## src/hw/rtl/tepha_pkg.sv

```systemverilog
// ---------------------------------------------------------------------------
// tepha_pkg: shared types and constants of the edge-product Heron area block
// Widths of the coordinate, edge, product and area paths, and the records
// that pass between the front part, the middle queue and the back part.
// ---------------------------------------------------------------------------
`timescale 1ns / 1ps
`default_nettype none

package tepha_pkg;

  // Input coordinates.
  localparam int COORD_W   = 12;
  localparam int NUM_COORD = 12;
  localparam int DIFF_W    = COORD_W + 1;

  // Edge lengths: squared distance, then Q8 root of d2 * 2^16.
  localparam int NUM_EDGE   = 6;
  localparam int SQ_W       = 24;
  localparam int D2_W       = 26;
  localparam int EDGE_SHIFT = 16;
  localparam int EDGE_W     = 21;

  // Opposite edge products and Heron factors.
  localparam int NUM_PROD = 3;
  localparam int PROD_W   = 2 * EDGE_W;
  localparam int FAC_W    = PROD_W + 1;
  localparam int SUM_W    = PROD_W + 2;

  // Four-factor product and area root.
  localparam int MA_W       = SUM_W;
  localparam int PA_W       = 2 * MA_W;
  localparam int PB_W       = 2 * PA_W;
  localparam int PEXT_W     = PB_W + 4;
  localparam int AREA_W     = 54;
  localparam int RAD_W      = 2 * AREA_W;
  localparam int SHIFT_BASE = 68;

  // Multiplier slice width; one slice product stays within 32 by 32 bits.
  localparam int MUL_CHUNK = 29;

  // Queues.
  localparam int MID_DEPTH = 32;
  localparam int OUT_DEPTH = 64;
  localparam int CNT_W     = 8;

  // Record passed from the front part to the back part.
  typedef struct packed {
    logic               deg;
    logic [SUM_W-1:0]   sum;
    logic [FAC_W-1:0]   fac2;
    logic [FAC_W-1:0]   fac3;
    logic [FAC_W-1:0]   fac4;
  } tepha_mid_t;

  // Status a queue reports to its consumer and producer.
  typedef struct packed {
    logic             valid;
    logic [CNT_W-1:0] count;
  } tepha_fifo_stat_t;

endpackage

`default_nettype wire

```

## src/hw/rtl/tepha_fifo.sv

```systemverilog
// ---------------------------------------------------------------------------
// tepha_fifo: show-ahead queue
// A memory with a registered read that fills an output register; reports
// the held count so a producer can reserve room before it issues.
// ---------------------------------------------------------------------------
`timescale 1ns / 1ps
`default_nettype none

module tepha_fifo #(
  parameter int W     = 8,
  parameter int DEPTH = 32
) (
  input  wire logic                          clk,
  input  wire logic                          rst,
  input  wire logic                          push,
  input  wire logic [W-1:0]                  din,
  input  wire logic                          pop,
  output logic      [W-1:0]                  dout,
  output tepha_pkg::tepha_fifo_stat_t        stat
);

  localparam int AW = $clog2(DEPTH);

  logic [W-1:0]  mem [DEPTH];
  logic [AW-1:0] wptr;
  logic [AW-1:0] rptr;
  logic [AW:0]   mem_cnt;
  logic          out_valid;
  logic          pop_ok;
  logic          load;

  assign pop_ok = pop && out_valid;
  assign load   = (mem_cnt != '0) && (!out_valid || pop_ok);

  // Memory write and registered read into the output register.
  always_ff @(posedge clk) begin
    if (push) begin
      mem[wptr] <= din;
    end
    if (load) begin
      dout <= mem[rptr];
    end
  end

  // Pointers, fill count and output valid.
  always_ff @(posedge clk) begin
    if (rst) begin
      wptr      <= '0;
      rptr      <= '0;
      mem_cnt   <= '0;
      out_valid <= 1'b0;
    end else begin
      if (push) begin
        wptr <= wptr + 1'b1;
      end
      if (load) begin
        rptr <= rptr + 1'b1;
      end
      mem_cnt <= mem_cnt + (AW+1)'(push) - (AW+1)'(load);
      if (load) begin
        out_valid <= 1'b1;
      end else if (pop_ok) begin
        out_valid <= 1'b0;
      end
    end
  end

  assign stat.valid = out_valid;
  assign stat.count = tepha_pkg::CNT_W'(mem_cnt) + tepha_pkg::CNT_W'(out_valid);

endmodule

`default_nettype wire

```

## config.mk

```make
export PLATFORM = sky130hd
export DESIGN_NAME = tepha_fifo
export DESIGN_NICKNAME = d
export VERILOG_FILES = /design/src/hw/rtl/tepha_pkg.sv /design/src/hw/rtl/tepha_fifo.sv
export SDC_FILE = /design/constraint.sdc
export NUM_CORES = 1
export LEC_CHECK = 0
export ABC_AREA = 0
export BUFFER_PORTS_ARGS = -buffer_cell sky130_fd_sc_hd__clkbuf_2
export CORE_MARGIN = 2
export CORE_UTILIZATION = 40
export DETAILED_ROUTE_END_ITERATION = 16
export PLACE_DENSITY = 0.62
export SYNTH_ARGS = -nofsm -noshare
export SYNTH_HDL_FRONTEND = slang
export SYNTH_SLANG_ARGS = --single-unit
```

## constraint.sdc

```tcl
create_clock -name clk -period 3.95 [get_ports clk]
set_input_delay 0.79 -clock clk [delete_from_list [all_inputs] [get_ports clk]]
set_output_delay 0.79 -clock clk [all_outputs]
set_load 0.005 [all_outputs]
```

## Yosys cells after proc, flatten, opt, wreduce, memory -nomap -nowiden

Memories as Yosys holds them, arrays and structs flattened. A register that Yosys moved wholly into a read port is not among the register bits.
Cells that the tools add are included.

| operators by class | value |
|---|---|
| divide/modulo/power cells | 0 |
| equality and inequality tests | 0 |
| shift-type cells | 0 |
| $mul | 0 |
| bitwise gates (word level) | 0 |
| add/subtract/negate cells | 5 |
| magnitude comparators | 0 |
| reductions and logical operators | 6 |
| multiplexer cells | 4 |

Operators by type and width:

| cell | count |
|---|---|
| adder 5 x 1 -> 5 bit (second input constant) | 2 |
| adder 6 x 1 -> 7 bit | 1 |
| adder 6 x 1 -> 6 bit | 1 |
| nonzero test 6 bit | 1 |
| subtractor 6 x 1 -> 6 bit | 1 |
| 2-to-1 mux 1 bit | 4 |
| logical AND 1 bit | 2 |
| nonzero test 2 bit | 1 |
| logical NOT 1 bit | 1 |
| logical OR 1 bit | 1 |

| word-level totals | value |
|---|---|
| register bits | 17 |
| logic and storage cells | 20 |
| memories kept | 1 |
| bits in read-only memories | 0 |
| input port bits | 12 |
| bits in writable memories | 256 |
| bits in latches | 0 |

Memory list:

| name | depth | bits a word | rd ports | clocked after memory_dff | wr ports | line | source |
|---|---|---|---|---|---|---|---|
| mem | 32 | 8 | 1 | 1 | 1 | tepha_fifo.sv:24 | `logic [W-1:0] mem [DEPTH];` |

## Logic depth before layout (Yosys ltp)

Gate-level depths: netlist of run 1.

| logic depth | value |
|---|---|
| word-level depth | 4 |
| depth in mapped cells | 13 |

## Worst setup path before layout of run 1

Ideal clock, no wire load.

| timing path | value |
|---|---|
| kind | reg-to-reg |
| start | reg mem_cnt[4] |
| end | reg mem_cnt[4] |
| path slack | 0.958 ns |
| stages on the path, launching flop included | 14 |
| period minus slack after synthesis | 2.992 ns |
| data arrival time | 2.861 ns |
| path buffers | 0 |
| cells stage by stage | dfxtp_1 -> inv_1 -> ha_1 -> nor4bb_1 -> nor2_1 -> ha_1 -> inv_1 -> ha_1 -> inv_1 -> fa_1 -> nand2b_1 -> a21oi_1 -> o21a_1 -> nor3_1 |

| between the ends | value |
|---|---|
| cells in the longest elaborated chain, start to end | 3 |
| elaborated cells between the ends (all ways) | 4 |
| those cells by class | 2 x add/sub; 2 x reduce/logical |

Ends and longest elaborated chain:

| what | line | source |
|---|---|---|
| start, declared | tepha_fifo.sv:27 | `logic [AW:0] mem_cnt;` |
| start signal, assigned | tepha_fifo.sv:59 | `mem_cnt <= mem_cnt + (AW+1)'(push) - (AW+1)'(load);` |
| nonzero test 6 bit | tepha_fifo.sv:33 | `assign load = (mem_cnt != '0) && (!out_valid \|\| pop_ok);` |
| logical AND 1 bit | tepha_fifo.sv:33 |  |
| named net load | tepha_fifo.sv:30 | `logic load;` |
| subtractor 6 x 1 -> 6 bit | tepha_fifo.sv:59 |  |

The timed path passes the listed nets, and every way through them passes these cells.
A chain may end at the register's enable or synchronous reset.

## Worst setup path in the final report of run 1

| timing path | value |
|---|---|
| start | reg mem_cnt[2] |
| end | reg mem_cnt[4] |

The elaborated chain is that of the path after synthesis.

==> results of run 1 <==
-- per-stage QoR --
stage          setup WS, ns  cells  hold slack, ns  power [mW]  utilization [%]
2_1_floorplan         0.958    601           0.533        4.87                -
3_3_place_gp          0.481    993           0.562        5.26             42.7
3_5_place_dp          0.388    993           0.569        5.30             42.7
4_1_cts               0.486   1041           0.580        8.03             46.1
5_1_grt               0.232   1041           0.636        8.31             46.1
6_report              0.482   1041           0.581        7.95             46.1
-- layer usage --
layer	part of all wire, %	global-route usage, %	wire [µm]	vias to the layer above
met5	0	0	0	-
met4	1.8	4.02	413	0
met3	5.5	2.38	1290	33
met2	50	27.4	11700	161
met1	43	22.1	9900	2914
li1	-	-	-	2496
-- flip-flops by register name (all words and copies together), names as in the netlist --
| register | flops |
|---|---|
| dout | 8 |
| rptr | 5 |
| mem | 256 |
| wptr | 5 |
| out_valid | 1 |
| mem_cnt | 6 |
-- power breakdown --
part | switching, mW | internal (mW)
Combinational | 0.864 | 0.809
Clock | 1.07 | 1.67
Sequential | 0.146 | 3.40
Total | 2.08 | 5.87
-- placed cells by master (no fill, tap or decap), types with 3 or more instances in the layout --
cell type,netlist,final
clkinv_2,0,5
a2111oi_2,3,3
xnor2_1,10,10
xor2_1,4,4
a22oi_1,8,8
o22ai_1,7,7
dfxtp_1,17,15
clkinv_1,0,4
inv_1,15,15
clkbuf_2,0,27
mux4_1,8,8
mux2i_1,34,34
nand2b_1,4,4
a22o_1,8,8
a2111oi_1,4,4
a21oi_1,17,17
buf_4,5,20
mux4_2,40,40
clkbuf_16,0,26
edfxtp_1,264,264
ha_1,19,19
nor3_1,15,14
bufinv_16,0,7
nand3_1,6,6
nand2_1,12,12
nor2_1,35,35
nor4_1,3,3
clkinvlp_4,0,4
nor2b_1,5,5
o221ai_1,8,8
-- logic make-up after synthesis --
kind of cell    after synthesis
mux                          82
buf+inv                      49
fa+ha+maj                    20
compound gates               64
other cells                   1
xor+xnor                     14
flops                       281
simple gates                 90
-- final cells by class --
type	count	share of cell area (%)
well taps	378	3.69
multi-input cells	271	21.5
inverters	15	0.439
repair buffers	48	2.38
clock inverters	22	2.38
flip-flops and latches	281	64.6
clock buffers	26	5.08
-- final timing paths --
path	start	to	slack, ns	cells past startpoint
max	mem_cnt[2]	mem_cnt[4]	0.48	13
min	wptr[1]	wptr[1]	0.58	2
max reg2reg	mem_cnt[2]	mem_cnt[4]	0.48	13
min reg2reg	wptr[1]	wptr[1]	0.58	2
-- worst register-to-register path, delay by kind of cell (launching register included) --
kind / cells / cell delay (ns)
adder cells (fa/ha/maj): 4 / 1.16
AO/OA/AOI/OAI: 2 / 0.34
flip-flops: 1 / 0.42
AND/OR/NAND/NOR: 4 / 1.21
buffers and inverters: 3 / 0.21
==> summary.md, run 1 <==
| Metric | Value |
|---|---|
| DRT iter0 DRCs | roughly 480 |
| Number of global-route vias before repair | around 5700 |
| Peak supply drop | about 0.3 mV |
| CP endpoint kind | register |
| Grt total ovfl | 0 |
| IO Pins | 29 |
| Die span in y | approximately 170 µm |
| Area leader, netlist | edfxtp_1 |
| Root Driver | clkbuf_16 |
| TritonCTS clock tree | yes |
| Fin area | 12800 µm² |
| Relative slew margins | between 20% and 30% |
| CP Data Required Time | approximately 4.3 ns |
| Post-synth EDFFs | approximately 260 |
| CP Max Fanout | 11 |
| Fmax | around 290 MHz |
| Cell breakdown of the critical path | inv_1 > ha_1 > nor4bb_1 > nor2_1 > ha_1 > inv_1 > ha_1 > inv_1 > fa_1 > nand2b_1 > a21oi_1 > o21a_1 > nor3_1 |
| Leakage | around 4.1 nW |
| Slew Limit Fails | 0 |
| CTS H-tree depth | 1 |
| Post-synthesis mux area share | roughly an eighth |
| CTS clk-pin slew, worst paths | ~0.060 ns |
| Critical path's top delay family | simple AND/OR/NAND/NOR gates |
| Port Buffers | 27 |
| Placer Congestion | between 0.7 and 0.8 |
| First-pass iteration count of the detailed router | 5 |
| Mean Syn Cell Area | ~19 µm² |
| Layout cells sized above 1 | a little over a fifth |
| Via count | 5604 |
| Clk sinks | between 200 and 300 |
| Final HPWL DP | 14600 µm |
| CP bufs+invs | 3 |
| Most used flip-flop cell after synthesis | edfxtp_1 |
| Post-synthesis simple-gate area fraction | 3.80% |
| Mapped Area | 11300 µm² |
| Setup bufs post-CTS | 0 |
| Post-Synth XOR/XNOR Area | under 10% |
| Final period util | 87.8% |
| Clk_lat worst skew | between 0.5 and 0.6 ns |
| Setup Crit Path Kind | reg -> reg |
| Commonest cells post-synth | 264 x edfxtp_1, 40 x mux4_2, 35 x nor2_1 |
| RSZ-0062 raised after global routing | no |
| Routed length per instance | about 22 µm |
| Largest family of logic cells by synthesized area | multiplexers |
| Initial antenna violation count | 0 |
| Mapped Nets | around 630 |
| Nature of the critical path startpoint | register |
| Initial Utilization | roughly two fifths |
| CP max-delay cell | nor2_1 |
| Final #Nets | approximately 680 |
| Residual DRC | 0 |
| Slew @ Worst Pin | around 1.1 ns |
| Die Width | approximately 170 µm |
| Num rows | 61 |
| Antenna cells | 0 |
| Fin. Hold Viols | 0 |
| Hold Path Class | reg -> reg |
| Placed Area | 11900 µm² |
| First-pass GRT wire length | about 35000 µm |
| Largest cells by area after synthesis | edfxtp_1 70%, mux4_2 8.0%, dfxtp_1 3.0%, mux2i_1 3.0%, ha_1 2.1% |
| Setup TNS | 0 ns |
| Fill cells | between 2000 and 2500 |
| Post-synthesis sequential area ratio | 73.2% |
| Vias per inst | 5.38 |
| Max_cap viols | 0 |
| Multi-input logic area | between 2000 and 3000 µm² |
| Tmin final | about 3.5 ns |
| Resized cells post-CTS | 0 |
| Post-synthesis async set-or-reset flop share | 0% |
| Cell with the most instances after synthesis | edfxtp_1 |
| Yosys synthesis warning count | 0 |
| Post-synth top area share | between 70 and 80% |
| CTS buffer count | 26 |
| Synth Area in Compound Gates | under 10% |
| Die area | ~30000 µm² |
| CTS Hold Bufs | 0 |
| Placeable Area | ~28000 µm² |
| Routed WL | about 23000 µm |
| Area Overhead vs Synth | 13.4% |
| #FFs+latches synth | about 280 |
| Pin count of the biggest net entering global routing | 71 |
| Synth Instances | 601 |
| Worst path max stage delay | ~0.85 ns |
| Outcome | completed |
| CTS Buffer Depth | 3 |
| Register Area | about 8300 µm² |
| Clk_skew | 0.0205 ns |
| CP arrival | between 3 and 4 ns |
| Synth unique cells | between 40 and 50 |
| Endpoints failing setup | 0 |
| PwrDens | 621 nW/µm² |
| DRT antenna net count | 0 |
| Synth Area in Adders | under 10% |
| Gr usage total | between 15 and 20% |
(Power assumes the default switching activity.)
==> run 2: changes to the inputs <==
--- a/config.mk
+++ b/config.mk
@@ -7,10 +7,12 @@
 export LEC_CHECK = 0
 export ABC_AREA = 0
 export BUFFER_PORTS_ARGS = -buffer_cell sky130_fd_sc_hd__clkbuf_2
+export CELL_PAD_IN_SITES_DETAIL_PLACEMENT = 0
+export CELL_PAD_IN_SITES_GLOBAL_PLACEMENT = 1
 export CORE_MARGIN = 2
 export CORE_UTILIZATION = 40
 export DETAILED_ROUTE_END_ITERATION = 16
-export PLACE_DENSITY = 0.62
+export PLACE_DENSITY = 0.68
 export SYNTH_ARGS = -nofsm -noshare
 export SYNTH_HDL_FRONTEND = slang
 export SYNTH_SLANG_ARGS = --single-unit
==> run 2 against run 1 <==
Compared with the run above:
- total power is 4.5% lower
- utilization is 0.47 points lower
- largest power group unchanged
- clock-buffer cell count is 9 higher
- sequential share of layout area is 0.67 points higher
- critical path depth stayed put
==> summary.md, run 2 (synthesis gave the netlist of run 1 again) <==
| Metric | Value |
|---|---|
| Routed length per instance | ~22 µm |
| Biggest regs | mem x256, dout x8, mem_cnt x6 |
| Vias per inst | 5.33 |
| Die area | 29600 µm² |
| Max FFs per register | 256 |
| WL met2 | 11600 µm |
| Fill cells | ~2400 |
| Placeable Area | between 20000 and 30000 µm² |
| Final period util | around nine tenths |
| Biggest register | mem |
| Clk_skew | ~0.017 ns |
| DR WL met3 | between 1000 and 1500 µm |
| Placed Cells | 997 |
| Num rows | 61 |
| CTS clk-pin slew, worst paths | about 0.06 ns |
| Internal power | 5.54 mW |
| Endpoints failing setup | 0 |
| Psw | 2.05 mW |
| Net Sw Frac | between 20% and 30% |
| Layout cells sized above 1 | 20.7% |
| Fin cells | roughly 1000 |
| Cell breakdown of the critical path | inv_1 > ha_1 > nor4bb_1 > nor2_1 > ha_1 > inv_1 > ha_1 > inv_1 > fa_1 > nand2b_1 > a21oi_1 > o21a_1 > nor3_1 |
| Number of global-route vias before repair | roughly 5700 |
| Max_cap viols | 0 |
| Relative slew margins | 23.2% |
| CP arrival | between 3 and 4 ns |
| Die Width | about 170 µm |
| Outcome | completed |
| CP endpoint kind | register |
| Initial antenna violation count | 0 |
| CP max-delay cell | nor2_1 |
| Fmax | between 200 and 300 MHz |
| PwrDens | about 600 nW/µm² |
| Commonest non-fill, non-tap cell in the layout | edfxtp_1 |
| Port Buffers | 27 |
| CP Max Fanout | 11 |
| Clk sinks | between 200 and 300 |
| Resized cells post-CTS | 0 |
| Final HPWL DP | roughly 15000 µm |
| DRT antenna net count | 0 |
| Grt total ovfl | 0 |
| Most frequent cells in the layout | 264 x edfxtp_1, 40 x mux4_2, 35 x nor2_1 |
| Final #Nets | a little under 700 |
| Die span in y | 172 µm |
| Nature of the critical path startpoint | register |
| Top sig layer | met4 |
| Clk_lat worst skew | approximately 0.54 ns |
| Antenna cells | 0 |
| Slew Limit Fails | 0 |
| Fin. Hold Viols | 0 |
| Placer Congestion | about 0.8 |
| TritonCTS clock tree | yes |
| CTS H-tree depth | 1 |
| Peak supply drop | between 0.3 and 0.4 mV |
| RSZ-0062 raised after global routing | no |
| Setup Crit Path Kind | reg -> reg |
| Gr usage total | between 15 and 20% |
| Setup bufs post-CTS | 0 |
| M1 wire length | ~10000 µm |
| Routed WL | about 23000 µm |
| Tmin final | ~3.5 ns |
| Critical path's top delay family | simple AND/OR/NAND/NOR gates |
| Combinational power share | a little over a fifth |
| IO Pins | 29 |
| Pin count of the biggest net entering global routing | 38 |
| Root Driver | clkbuf_16 |
| Initial Utilization | 40.7% |
| Leakage | between 4 and 5 nW |
| DRT iter0 DRCs | 427 |
| CP Data Required Time | between 4 and 5 ns |
| Worst path max stage delay | between 0.8 and 0.9 ns |
| First-pass GRT wire length | around 35000 µm |
| Area Overhead vs Synth | 12.2% |
| Via count | approximately 5600 |
| Residual DRC | 0 |
| Clock share of power | 31.4% |
| CP bufs+invs | 3 |
| First-pass iteration count of the detailed router | 5 |
| Setup TNS | 0 ns |
| CTS Hold Bufs | 0 |
| CTS Buffer Depth | 3 |
| Hold Path Class | reg -> reg |
| Slew @ Worst Pin | about 1.1 ns |
| CTS buffer count | 27 |
| Sequential Power Share | between 40% and 50% |
-- run 2: worst paths after layout --
path	startpoint	to	slack (ns)	depth (start not counted)
max reg2reg	mem_cnt[2]	mem_cnt[4]	0.46	13
min	wptr[1]	wptr[1]	0.57	2
max	mem_cnt[2]	mem_cnt[4]	0.46	13
min reg2reg	wptr[1]	wptr[1]	0.57	2
-- run 2: power by group through the flow --
stage / registers (mW) / clock network, mW / logic [mW]
floorplan: 3.51 / 0 / 1.36
global placement: 3.62 / 0 / 1.66
detailed placement: 3.62 / 0 / 1.68
CTS: 3.56 / 2.42 / 1.68
global route: 3.57 / 2.55 / 1.81
finish: 3.56 / 2.38 / 1.65
-- run 2: final cells by class --
class                           instances  area (µm²)  area share (%)
Clock inverter                         14         106           0.839
Inverter                               15        56.3           0.444
Timing Repair Buffer                   52         323            2.55
Multi-Input combinational cell        271        2740            21.6
Clock buffer                           35         706            5.56
Tap cell                              378         473            3.73
Sequential cell                       281        8270            65.2
-- run 2: tightest hold or removal path, delay by kind of cell, from the launching register on --
kind / cells / cell delay (ns)
DFF: 1 / 0.35
muxes: 1 / 0.13
and+or+nand+nor: 1 / 0.05
-- run 2: per-stage QoR --
step | util [%] | instance area, µm² | total power, mW | hold WS, ns | setup WS [ns]
4_1_cts | 45.6 | 12700 | 7.67 | 0.579 | 0.424
2_1_floorplan | - | 11300 | 4.87 | 0.533 | 0.958
3_5_place_dp | 42.7 | 11900 | 5.30 | 0.571 | 0.322
5_1_grt | 45.6 | 12700 | 7.94 | 0.606 | 0.192
6_report | 45.6 | 12700 | 7.59 | 0.574 | 0.463
3_3_place_gp | 42.7 | 11900 | 5.27 | 0.559 | 0.403
-- run 2: layer usage --
layer  GRT usage [%]  up-vias
met3            2.54       22
met2            27.4      116
li1                -     2517
met4            3.00        0
met5               0        -
met1            22.6     2916
